**src/hdl/ped_pkg.sv**
```systemverilog
// ped_pkg: shared constants, types and digit helpers for the percent-escape decoder.
// No dependencies; compile first.
package ped_pkg;

  localparam logic [7:0] PctChar    = 8'h25;
  localparam logic [7:0] UpperOfs   = 8'h07;
  localparam logic [7:0] LowerOfs   = 8'h27;
  localparam logic [7:0] DigitBase  = 8'h30;
  localparam logic [7:0] PrintFirst = 8'h32;
  localparam logic [7:0] NineChar   = 8'h39;

  // output queue
  localparam int unsigned FifoDepth = 8;
  localparam int unsigned FifoAw    = $clog2(FifoDepth);
  localparam int unsigned FifoCw    = $clog2(FifoDepth + 1);
  localparam int unsigned MaxRes    = 3;
  localparam logic [FifoCw-1:0] AcceptLimit = FifoCw'(FifoDepth - MaxRes);

  typedef enum logic [1:0] {
    PendIdle,
    PendPct,
    PendDigit
  } pend_e;

  typedef struct packed {
    logic [7:0] byte_out;
    logic       last_of_run;
    logic       line_done;
  } res_t;

  function automatic logic is_letter_digit(input logic [7:0] c);
    return (c >= 8'h41 && c <= 8'h46) || (c >= 8'h61 && c <= 8'h66);
  endfunction

  function automatic logic is_first_digit(input logic [7:0] c, input logic printable);
    logic [7:0] lo;
    lo = printable ? PrintFirst : DigitBase;
    return (c >= lo && c <= NineChar) || is_letter_digit(c);
  endfunction

  function automatic logic is_any_digit(input logic [7:0] c);
    return (c >= DigitBase && c <= NineChar) || is_letter_digit(c);
  endfunction

  function automatic logic [3:0] digit_value(input logic [7:0] c);
    logic [7:0] v;
    logic [7:0] d;
    v = c;
    if (c >= 8'h41 && c <= 8'h46) begin
      v = c - UpperOfs;
    end else if (c >= 8'h61 && c <= 8'h66) begin
      v = c - LowerOfs;
    end
    d = v - DigitBase;
    return d[3:0];
  endfunction

endpackage

```
**src/hdl/ped_if.sv**
```systemverilog
// ped_if: valid/ready channel interfaces for input bytes, results and configuration.
// Plain signal bundles; no package dependency.
interface ped_in_if;
  logic       valid;
  logic       ready;
  logic [7:0] byte_in;
  logic       end_of_line;
  modport source (output valid, output byte_in, output end_of_line, input ready);
  modport sink   (input valid, input byte_in, input end_of_line, output ready);
endinterface

interface ped_out_if;
  logic       valid;
  logic       ready;
  logic [7:0] byte_out;
  logic       last_of_run;
  logic       line_done;
  modport source (output valid, output byte_out, output last_of_run, output line_done,
                  input ready);
  modport sink   (input valid, input byte_out, input last_of_run, input line_done,
                  output ready);
endinterface

interface ped_cfg_if;
  logic valid;
  logic ready;
  logic printable_only;
  modport source (output valid, output printable_only, input ready);
  modport sink   (input valid, input printable_only, output ready);
endinterface

```
**src/hdl/percent_escape_decoder.sv**
```systemverilog
// Results of a byte are written into the output queue on its transfer and leave it behind earlier results.
// Throughput: one byte per cycle; the output queue (8 entries) drains one result per cycle while
// out_o.ready is high, and input is held off only while fewer than three slots are free.
// Each byte yields 0 to 3 results, decided in one pass from the escape state, printable_only and the byte.
// Reset (rst_ni low, asynchronous) empties the queue, clears the escape state and
// sets printable_only to 0.
module percent_escape_decoder (
  input  logic      clk_i,
  input  logic      rst_ni,
  ped_cfg_if.sink   cfg_i,
  ped_in_if.sink    in_i,
  ped_out_if.source out_o
);
  import ped_pkg::*;

  logic              printable_q;
  pend_e             pend_q, pend_d;
  logic [7:0]        held_q, held_d;

  res_t              fifo_q [FifoDepth];
  logic [FifoAw-1:0] wr_q, rd_q;
  logic [FifoCw-1:0] count_q, count_d;

  res_t              res_c [MaxRes];
  logic [1:0]        n_c;
  logic              fresh;
  logic              in_xfer, out_xfer;
  logic [FifoAw-1:0] widx [MaxRes];

  assign cfg_i.ready = 1'b1;
  assign in_i.ready  = (count_q <= AcceptLimit);
  assign in_xfer     = in_i.valid && in_i.ready;
  assign out_xfer    = out_o.valid && out_o.ready;

  always_comb begin
    pend_d = pend_q;
    held_d = held_q;
    n_c    = 2'd0;
    fresh  = 1'b0;
    for (int k = 0; k < MaxRes; k++) begin
      res_c[k] = '0;
    end
    case (pend_q)
      PendPct: begin
        if (is_first_digit(in_i.byte_in, printable_q)) begin
          if (in_i.end_of_line) begin
            res_c[0].byte_out = PctChar;
            res_c[1].byte_out = in_i.byte_in;
            n_c = 2'd2;
          end else begin
            held_d = in_i.byte_in;
            pend_d = PendDigit;
          end
        end else begin
          res_c[0].byte_out = PctChar;
          n_c   = 2'd1;
          fresh = 1'b1;
        end
      end
      PendDigit: begin
        if (is_any_digit(in_i.byte_in)) begin
          res_c[0].byte_out = {digit_value(held_q), digit_value(in_i.byte_in)};
          n_c    = 2'd1;
          pend_d = PendIdle;
        end else begin
          res_c[0].byte_out = PctChar;
          res_c[1].byte_out = held_q;
          n_c   = 2'd2;
          fresh = 1'b1;
        end
      end
      default: begin
        fresh = 1'b1;
      end
    endcase
    if (fresh) begin
      pend_d = PendIdle;
      if (in_i.byte_in == PctChar && !in_i.end_of_line) begin
        pend_d = PendPct;
      end else begin
        res_c[n_c].byte_out = in_i.byte_in;
        n_c = n_c + 2'd1;
      end
    end
    if (in_i.end_of_line) begin
      pend_d = PendIdle;
    end
    for (int k = 0; k < MaxRes; k++) begin
      res_c[k].last_of_run = (2'(k) + 2'd1 == n_c);
      res_c[k].line_done   = (2'(k) + 2'd1 == n_c) && in_i.end_of_line;
      widx[k]              = wr_q + FifoAw'(k);
    end
  end

  always_comb begin
    count_d = count_q;
    if (in_xfer) begin
      count_d = count_d + FifoCw'(n_c);
    end
    if (out_xfer) begin
      count_d = count_d - FifoCw'(1);
    end
  end

  always_ff @(posedge clk_i or negedge rst_ni) begin
    if (!rst_ni) begin
      printable_q <= 1'b0;
      pend_q      <= PendIdle;
      held_q      <= '0;
      wr_q        <= '0;
      rd_q        <= '0;
      count_q     <= '0;
    end else begin
      if (cfg_i.valid) begin
        printable_q <= cfg_i.printable_only;
      end
      if (in_xfer) begin
        pend_q <= pend_d;
        held_q <= held_d;
        wr_q   <= wr_q + FifoAw'(n_c);
      end
      if (out_xfer) begin
        rd_q <= rd_q + FifoAw'(1);
      end
      count_q <= count_d;
    end
  end

  // queue payload, no reset
  always_ff @(posedge clk_i) begin
    if (in_xfer) begin
      for (int k = 0; k < MaxRes; k++) begin
        if (2'(k) < n_c) begin
          fifo_q[widx[k]] <= res_c[k];
        end
      end
    end
  end

  assign out_o.valid       = (count_q != '0);
  assign out_o.byte_out    = fifo_q[rd_q].byte_out;
  assign out_o.last_of_run = fifo_q[rd_q].last_of_run;
  assign out_o.line_done   = fifo_q[rd_q].line_done;

  a_count_bound: assert property (@(posedge clk_i) disable iff (!rst_ni)
    count_q <= FifoCw'(FifoDepth))
    else $error("output queue overfilled");

  a_eol_clears: assert property (@(posedge clk_i) disable iff (!rst_ni)
    in_xfer && in_i.end_of_line |=> pend_q == PendIdle)
    else $error("escape state left pending at line end");

  a_eol_emits: assert property (@(posedge clk_i) disable iff (!rst_ni)
    in_xfer && in_i.end_of_line |=> count_q != '0)
    else $error("line end transfer produced no result");

  a_stall_holds: assert property (@(posedge clk_i) disable iff (!rst_ni)
    out_o.valid && !out_o.ready |=> count_q >= $past(count_q))
    else $error("queued result lost while stalled");

endmodule
```
**src/flat_wrapper.sv**
```systemverilog
// flat-port wrapper written by rule: the top's interface ports become plain ports
module percent_escape_decoder_flat import ped_pkg::*;
  (clk_i, rst_ni, cfg_i_valid, cfg_i_printable_only, cfg_i_ready, in_i_valid, in_i_byte_in, in_i_end_of_line, in_i_ready, out_o_valid, out_o_byte_out, out_o_last_of_run, out_o_line_done, out_o_ready);
  ped_cfg_if cfg_i_i ();
  ped_in_if in_i_i ();
  ped_out_if out_o_i ();
  input  logic clk_i;
  input  logic rst_ni;
  input wire logic [$bits(cfg_i_i.valid)-1:0] cfg_i_valid;
  input wire logic [$bits(cfg_i_i.printable_only)-1:0] cfg_i_printable_only;
  output wire logic [$bits(cfg_i_i.ready)-1:0] cfg_i_ready;
  input wire logic [$bits(in_i_i.valid)-1:0] in_i_valid;
  input wire logic [$bits(in_i_i.byte_in)-1:0] in_i_byte_in;
  input wire logic [$bits(in_i_i.end_of_line)-1:0] in_i_end_of_line;
  output wire logic [$bits(in_i_i.ready)-1:0] in_i_ready;
  output wire logic [$bits(out_o_i.valid)-1:0] out_o_valid;
  output wire logic [$bits(out_o_i.byte_out)-1:0] out_o_byte_out;
  output wire logic [$bits(out_o_i.last_of_run)-1:0] out_o_last_of_run;
  output wire logic [$bits(out_o_i.line_done)-1:0] out_o_line_done;
  input wire logic [$bits(out_o_i.ready)-1:0] out_o_ready;
  assign cfg_i_i.valid = cfg_i_valid;
  assign cfg_i_i.printable_only = cfg_i_printable_only;
  assign cfg_i_ready = cfg_i_i.ready;
  assign in_i_i.valid = in_i_valid;
  assign in_i_i.byte_in = in_i_byte_in;
  assign in_i_i.end_of_line = in_i_end_of_line;
  assign in_i_ready = in_i_i.ready;
  assign out_o_valid = out_o_i.valid;
  assign out_o_byte_out = out_o_i.byte_out;
  assign out_o_last_of_run = out_o_i.last_of_run;
  assign out_o_line_done = out_o_i.line_done;
  assign out_o_i.ready = out_o_ready;
  percent_escape_decoder u_core (.clk_i(clk_i), .rst_ni(rst_ni), .cfg_i(cfg_i_i), .in_i(in_i_i), .out_o(out_o_i));
endmodule
```
**config.mk**
```make
export PLATFORM = sky130hd
export DESIGN_NAME = percent_escape_decoder_flat
export DESIGN_NICKNAME = d
export VERILOG_FILES = /design/src/hdl/ped_pkg.sv /design/src/hdl/ped_if.sv /design/src/hdl/percent_escape_decoder.sv /design/src/flat_wrapper.sv
export SDC_FILE = /design/constraint.sdc
export NUM_CORES = 1
export LEC_CHECK = 0
export BUFFER_PORTS_ARGS = -buffer_cell sky130_fd_sc_hd__buf_4
export CAP_MARGIN = 20
export CORE_MARGIN = 5
export CORE_UTILIZATION = 68
export CTS_CLUSTER_DIAMETER = 100
export CTS_CLUSTER_SIZE = 12
export DETAILED_ROUTE_END_ITERATION = 16
export PLACE_DENSITY_LB_ADDON = 0.12
export SYNTH_ARGS = -nofsm -noshare
export SYNTH_HDL_FRONTEND = slang
export SYNTH_SLANG_ARGS = --single-unit
```
**constraint.sdc**
```tcl
create_clock -name clk_i -period 7.06 [get_ports clk_i]
set_input_delay 1.059 -clock clk_i [delete_from_list [all_inputs] [get_ports clk_i]]
set_output_delay 1.059 -clock clk_i [all_outputs]
set_load 0.03 [all_outputs]
```
==> results.json, run 1 <==
{
  "path_max_fanout": 29,
  "synth.distinct_cells": 86,
  "min_path_cells": 2,
  "slew_violations": 0,
  "netlist.area_leader.share_pct": 31.7,
  "hold_start": "u_core.pend_q[0]$_DFFE_PN0P_",
  "max_cap_viol_count": 0,
  "r2r_end": "u_core.count_q[3]$_DFF_PN0_",
  "clk_pin_slew_ps": 100,
  "cts_tree": "done",
  "relSlewSlack_pct": 30.3,
  "critical_path_class": "input pin to flip-flop",
  "synthesis.instances": 658,
  "avgRoutedWirePerCell_um": 22.8,
  "synth_area_leaders": "edfxtp_1 32%, mux2i_1 16%, dfrtp_1 6.9%",
  "ys_warn_count": 0,
  "end_kind": "flip-flop",
  "hold_viol": 0,
  "timing.hold.ws_ps": 530,
  "start_util_pct": 69.6,
  "avgViaCountPerCell": 6.95,
  "finalCritPeriodShare_pct": 72.8,
  "drt-pass1-iter-count": 5,
  "routed_wl_mm": 18.5,
  "synth_compound_area_share_pct": 13.5,
  "cts_max_path_buffers": 2,
  "syn_area_um2": 7580,
  "arrival_ps": 5410,
  "yosys.area_share.simple_pct": 13.4,
  "fmax_ghz": 0.195,
  "yosysSeqAreaShare_pct": 38.6,
  "vias": 5651,
  "design_area_um2": 8030,
  "finalPower_w": 0.00181,
  "clock_skew_ps": 4.05,
  "syn_nets": 695,
  "io_pins": 28,
  "setup_viol": 0,
  "drtAntennaViolNets": 0,
  "grt_pass1_wl_mm": 29.8,
  "drive_gt1_share_pct": 21.7,
  "num_rows": 38,
  "grt_usage_pct": 28.7,
  "startpoint_type": "input pin",
  "post_cts_resized": 0,
  "min_to": "u_core.pend_q[0]$_DFFE_PN0P_",
  "postCtsSetupRepairBufs": 0,
  "cp.required_ps": 7330,
  "syn_avg_cell_area_um2": 11.5,
  "numCtsBuffers": 9,
  "gp_congestion": 0.951,
  "cts.sinks": 101,
  "grt_pass1_vias": 5583,
  "fin_setup_tns_ps": 0,
  "min_period_ps": 5140,
  "hpwlAfterDp_mm": 13.8,
  "coreArea_um2": 10900,
  "status": "complete, no violations",
  "die_w_um": 116,
  "ys.flop_type": "edfxtp_1",
  "antenna_found_initial": 0,
  "synth_edf_count": 80,
  "die_h_um": 116,
  "insertion_delay_ps": 380,
  "die_area_um2": 13400,
  "power_per_cell_area_nw_per_um2": 226,
  "finalNetCount": 705,
  "portBuffers": 26,
  "synth_xor_area_share_pct": 1.16,
  "power_leakage_nw": 3.53,
  "synth_top_area_cell": "edfxtp_1",
  "grt_max_degree": 30,
  "cts_root_buf": "clkbuf_8",
  "rsz0062_at_grt": "false",
  "synth_seq_cells": 101,
  "async_flop_share_pct": 20.8,
  "drcViolationCount": 0,
  "hold_buffers": 0,
  "drt_iter0_drc": 571,
  "reg2reg_depth": 17,
  "antennaDiodeCount": 0,
  "htreeDepth": 3,
  "area_growth_pct": 5.91,
  "worstHoldPathType": "flip-flop to flip-flop",
  "reg2reg_slack_ps": 2410,
  "synth_top_family_by_area": "multiplexers",
  "synth_adder_area_share_pct": 3.98,
  "tightest_slew_ps": 1050,
  "synthMuxAreaShare_pct": 25.2,
  "ir_drop_uv": 260,
  "grt_overflow": 0,
  "place_area_um2": 7840,
  "rr_startpoint": "u_core.pend_q[0]$_DFFE_PN0P_"
}
-- power breakdown --
group	switching [W]	internal, W	total (W)
Clock	0.000207	0.000164	0.000371
Combinational	0.000355	0.000313	0.000669
Sequential	0.0000906	0.000684	0.000775
Total	0.000653	0.00116	0.00181
-- layout make-up --
type	count	area, µm²
Inverter	21	81.3
Sequential cell	101	2930
Tap cell	140	175
Clock inverter	6	61.3
Timing Repair Buffer	42	315
Clock buffer	10	128
Multi-Input combinational cell	493	4340
Fill cell	763	2860
-- layer usage --
metal	routed length (µm)	track usage (%)	vias up
met5	0	0	-
met4	331	7.98	0
met1	7670	38.9	2762
li1	-	-	2573
met3	1380	4.02	27
met2	9140	48.6	289
-- cell usage after synthesis (4+ instances only) --
cell type and count:
dfrtp_1 21, buf_2 10, or3_1 10, a31oi_1 10, mux4_2 20, nand3_1 25, o211ai_1 14, and2_1 9
o21ai_0 10, o31a_1 8, o31ai_1 11, nor3_1 7, mux2i_1 123, edfxtp_1 80, xnor2_1 8, clkbuf_1 19
nand3_4 5, nor3b_1 7, o211ai_2 9, and3_1 9, buf_4 6, ha_1 20, buf_6 4, nor4_1 4
nor2_1 38, inv_1 19, nand2_1 43, mux2_2 18, a21oi_1 8, nand4_1 5
-- stage by stage --
step	instances	utilization [%]	worst slack (ps)
final	813	73.7	1920
after global routing	813	73.7	1560
after global placement	797	72.0	1700
after floorplan	658	-	1800
after detailed placement	797	72.0	1590
after CTS	813	73.7	1970
-- worst max-delay path: stages --
cell and delay, ps:
buf_4 140, inv_1 120, ha_1 280, o21ba_2 240, o21a_1 240, a211oi_2 170
buf_4 240, a21oi_1 90, or2_2 330, ha_1 380, o311ai_2 140, o31a_4 170
inv_4 330, fa_1 470, mux2i_1 280, nand3_1 140, o21ai_0 170, o21ai_0 100
a221o_1 290
-- cells by family after synthesis --
| family | Yosys count |
|---|---|
| xor gates and xnor gates | 10 |
| DFF | 101 |
| muxes | 162 |
| buffers and inverters | 64 |
| adders and majority gates | 23 |
| and+or+nand+nor | 184 |
| other | 1 |
| AOI/OAI and AO/OA | 113 |
-- worst max path at each step --
| stage | from | endpoint | slack [ps] | cells past startpoint |
|---|---|---|---|---|
| floorplan | in_i_byte_in[1] | u_core.count_q[3]$_DFF_PN0_ | 1800 | 20 |
| global placement | in_i_byte_in[1] | u_core.count_q[3]$_DFF_PN0_ | 1700 | 19 |
| detailed placement | in_i_byte_in[1] | u_core.count_q[3]$_DFF_PN0_ | 1590 | 19 |
| CTS | in_i_byte_in[1] | u_core.count_q[3]$_DFF_PN0_ | 1970 | 19 |
| global route | in_i_byte_in[1] | u_core.count_q[3]$_DFF_PN0_ | 1560 | 19 |
| finish | in_i_byte_in[1] | u_core.count_q[3]$_DFF_PN0_ | 1920 | 19 |
-- layout by cell type (no fill, tap or decap), types with 18 or more instances in the layout --
cell,Yosys,final
ha_1,20,20
edfxtp_1,80,80
dfrtp_1,21,21
mux4_2,20,20
mux2i_1,123,123
buf_4,6,42
mux2_2,18,18
nand2_1,43,43
nand3_1,25,25
nor2_1,38,38
inv_1,19,19
-- sequential cells by signal, indices dropped and copies added (netlist names) --
signal / cells
u_core.rd_q: 3
u_core.wr_q: 3
u_core.pend_q: 2
u_core.printable_q: 1
u_core.held_q: 8
u_core.fifo_q: 80
u_core.count_q: 4
Power figures use the tool's default switching activity.
==> run 2: changes to the inputs <==
Settings changed: CORE_UTILIZATION 68 to 63.
Clock period 7.06 ns to 5 ns, I/O delays scaled along.
==> run 2 against run 1 <==
  * Hold slack got worse by 260 ps
  * Wire length is 7.7% higher
  * First-iteration DRC count down 25%
  * Via count increased by 0.64%
  * Clock power rose by 95%
  * Combinational power grew 42%
  * Sequential share of layout area fell by 0.79 points
  * Worst setup slack got worse by 1400 ps
  * Critical endpoint unchanged
  * Largest cell class unchanged
  * Highest routed layer unchanged
==> results.json, run 2 (same netlist as run 1, synthesis figures left out) <==
{
  "critical_path_class": "input pin to flip-flop",
  "portBuffers": 26,
  "avgRoutedWirePerCell_um": 24.1,
  "max_cap_viol_count": 0,
  "grt_pass1_vias": 5790,
  "routed_wl_mm": 20.0,
  "path_cells": "buf_4 -> inv_1 -> ha_1 -> o21ba_2 -> o21ai_2 -> o22ai_1 -> a21oi_1 -> or2_2 -> ha_1 -> o311ai_2 -> o31a_4 -> inv_4 -> fa_1 -> mux2i_1 -> nand3_1 -> o21ai_0 -> o21ai_0 -> a221o_1",
  "coreArea_um2": 11900,
  "arrival_ps": 4750,
  "finalNetCount": 713,
  "drt-pass1-iter-count": 5,
  "cts_tree": "done",
  "path_max_fanout": 10,
  "status": "complete, no violations",
  "die_w_um": 120,
  "drt_iter0_drc": 428,
  "grt_pass1_wl_mm": 32.1,
  "start_util_pct": 63.6,
  "grt_usage_pct": 28.8,
  "vias": 5687,
  "cp.required_ps": 5240,
  "rr_startpoint": "u_core.printable_q$_DFFE_PN0P_",
  "fmax_ghz": 0.222,
  "worstHoldPathType": "input pin to async pin",
  "area_growth_pct": 8.27,
  "numCtsBuffers": 9,
  "r2r_end": "u_core.count_q[3]$_DFF_PN0_",
  "place_inst": 812,
  "startpoint_type": "input pin",
  "power_leakage_nw": 3.61,
  "cts_max_path_buffers": 2,
  "min_period_ps": 4510,
  "io_pins": 28,
  "antennaDiodeCount": 0,
  "slew_violations": 0,
  "cp_slowest_cell": "fa_1",
  "relSlewSlack_pct": 27.8,
  "grt_max_degree": 29,
  "rsz0062_at_grt": "false",
  "hold_buffers": 0,
  "insertion_delay_ps": 360,
  "tightest_slew_ps": 1080,
  "antenna_found_initial": 0,
  "reg2reg_slack_ps": 890,
  "ir_drop_uv": 320,
  "nFillCells": 913,
  "layout_common_cells": "123 x mux2i_1, 80 x edfxtp_1, 50 x buf_4",
  "clock_skew_ps": 6.64,
  "avgViaCountPerCell": 6.87,
  "num_rows": 40,
  "finalCritPeriodShare_pct": 90.1,
  "slowest_delay_ps": 470,
  "layout_commonest_cell": "mux2i_1",
  "post_cts_resized": 0,
  "clk_pin_slew_ps": 70,
  "end_kind": "flip-flop",
  "cts.sinks": 101,
  "largest_reg_flops": 80,
  "die_area_um2": 14300,
  "gp_congestion": 0.929,
  "final_cells": 828,
  "power_per_cell_area_nw_per_um2": 338,
  "postCtsSetupRepairBufs": 0,
  "drive_gt1_share_pct": 22.8,
  "cts_root_buf": "clkbuf_16",
  "grt_overflow": 0,
  "drcViolationCount": 0,
  "htreeDepth": 3,
  "die_h_um": 120,
  "setup_viol": 0,
  "finalCoreUtilization_pct": 68.9,
  "fin_setup_tns_ps": 0,
  "reg2reg_depth": 16,
  "drtAntennaViolNets": 0,
  "hold_viol": 0,
  "hpwlAfterDp_mm": 14.2
}
-- run 2: cell types whose count changed in the layout (fill, tap and decap cells not counted) --
cell        before  now
inv_8            0    1
clkinv_2         2    1
clkbuf_16        0    9
clkinv_4         1    0
clkbuf_1         1    0
clkbuf_8         9    0
clkinvlp_4       0    2
buf_4           42   50
-- run 2: power by group --
group          total [W]  internal (W)  switching (W)
clock           0.000725      0.000391       0.000334
combinational   0.000953      0.000446       0.000507
sequential       0.00109      0.000966       0.000127
total            0.00277       0.00180       0.000968
-- run 2: how the worst max path moves through the flow --
stage,start,end,cells past startpoint,slack [ps]
after detailed placement,in_i_byte_in[1],u_core.count_q[3]$_DFF_PN0_,18,180
after global routing,in_i_byte_in[1],u_core.count_q[3]$_DFF_PN0_,18,190
after floorplan,in_i_byte_in[1],u_core.count_q[3]$_DFF_PN0_,20,50
after global placement,in_i_byte_in[1],u_core.count_q[3]$_DFF_PN0_,17,370
final,in_i_byte_in[1],u_core.count_q[3]$_DFF_PN0_,18,490
after CTS,in_i_byte_in[1],u_core.count_q[3]$_DFF_PN0_,18,550
-- run 2: metal layers --
metal	vias up	wire, µm	global-route usage [%]
met2	250	9710	47.6
met4	0	592	10.7
li1	2589	-	-
met1	2800	8220	38.9
met3	48	1440	4.01
met5	-	0	0
-- run 2: stage by stage --
| step | setup WS, ps | cell area, µm² | total power (W) | hold WS, ps |
|---|---|---|---|---|
| after CTS | 554 | 8210 | 0.00278 | 280 |
| after global placement | 373 | 7910 | 0.00203 | 491 |
| final | 493 | 8210 | 0.00277 | 273 |
| after detailed placement | 180 | 7910 | 0.00206 | 517 |
| after floorplan | 49.8 | 7580 | 0.00179 | 454 |
| after global routing | 192 | 8210 | 0.00292 | 289 |
-- run 2: layout make-up --
class	instances	area, µm²	area share (%)
flip-flops and latches	101	2930	35.7
multi-input cells	493	4340	52.9
inverters	21	81.3	0.991
clock buffers	9	225	2.74
clock inverters	7	73.8	0.899
repair buffers	50	375	4.57
well taps	147	184	2.24
-- run 2: worst max-delay path: cells and delay by family --
| kind | cells | cell delay, ps |
|---|---|---|
| buffers and inverters | 3 | 370 |
| and+or+nand+nor | 2 | 490 |
| muxes | 1 | 330 |
| AOI/OAI and AO/OA | 9 | 1680 |
| adders and majority gates | 3 | 1140 |
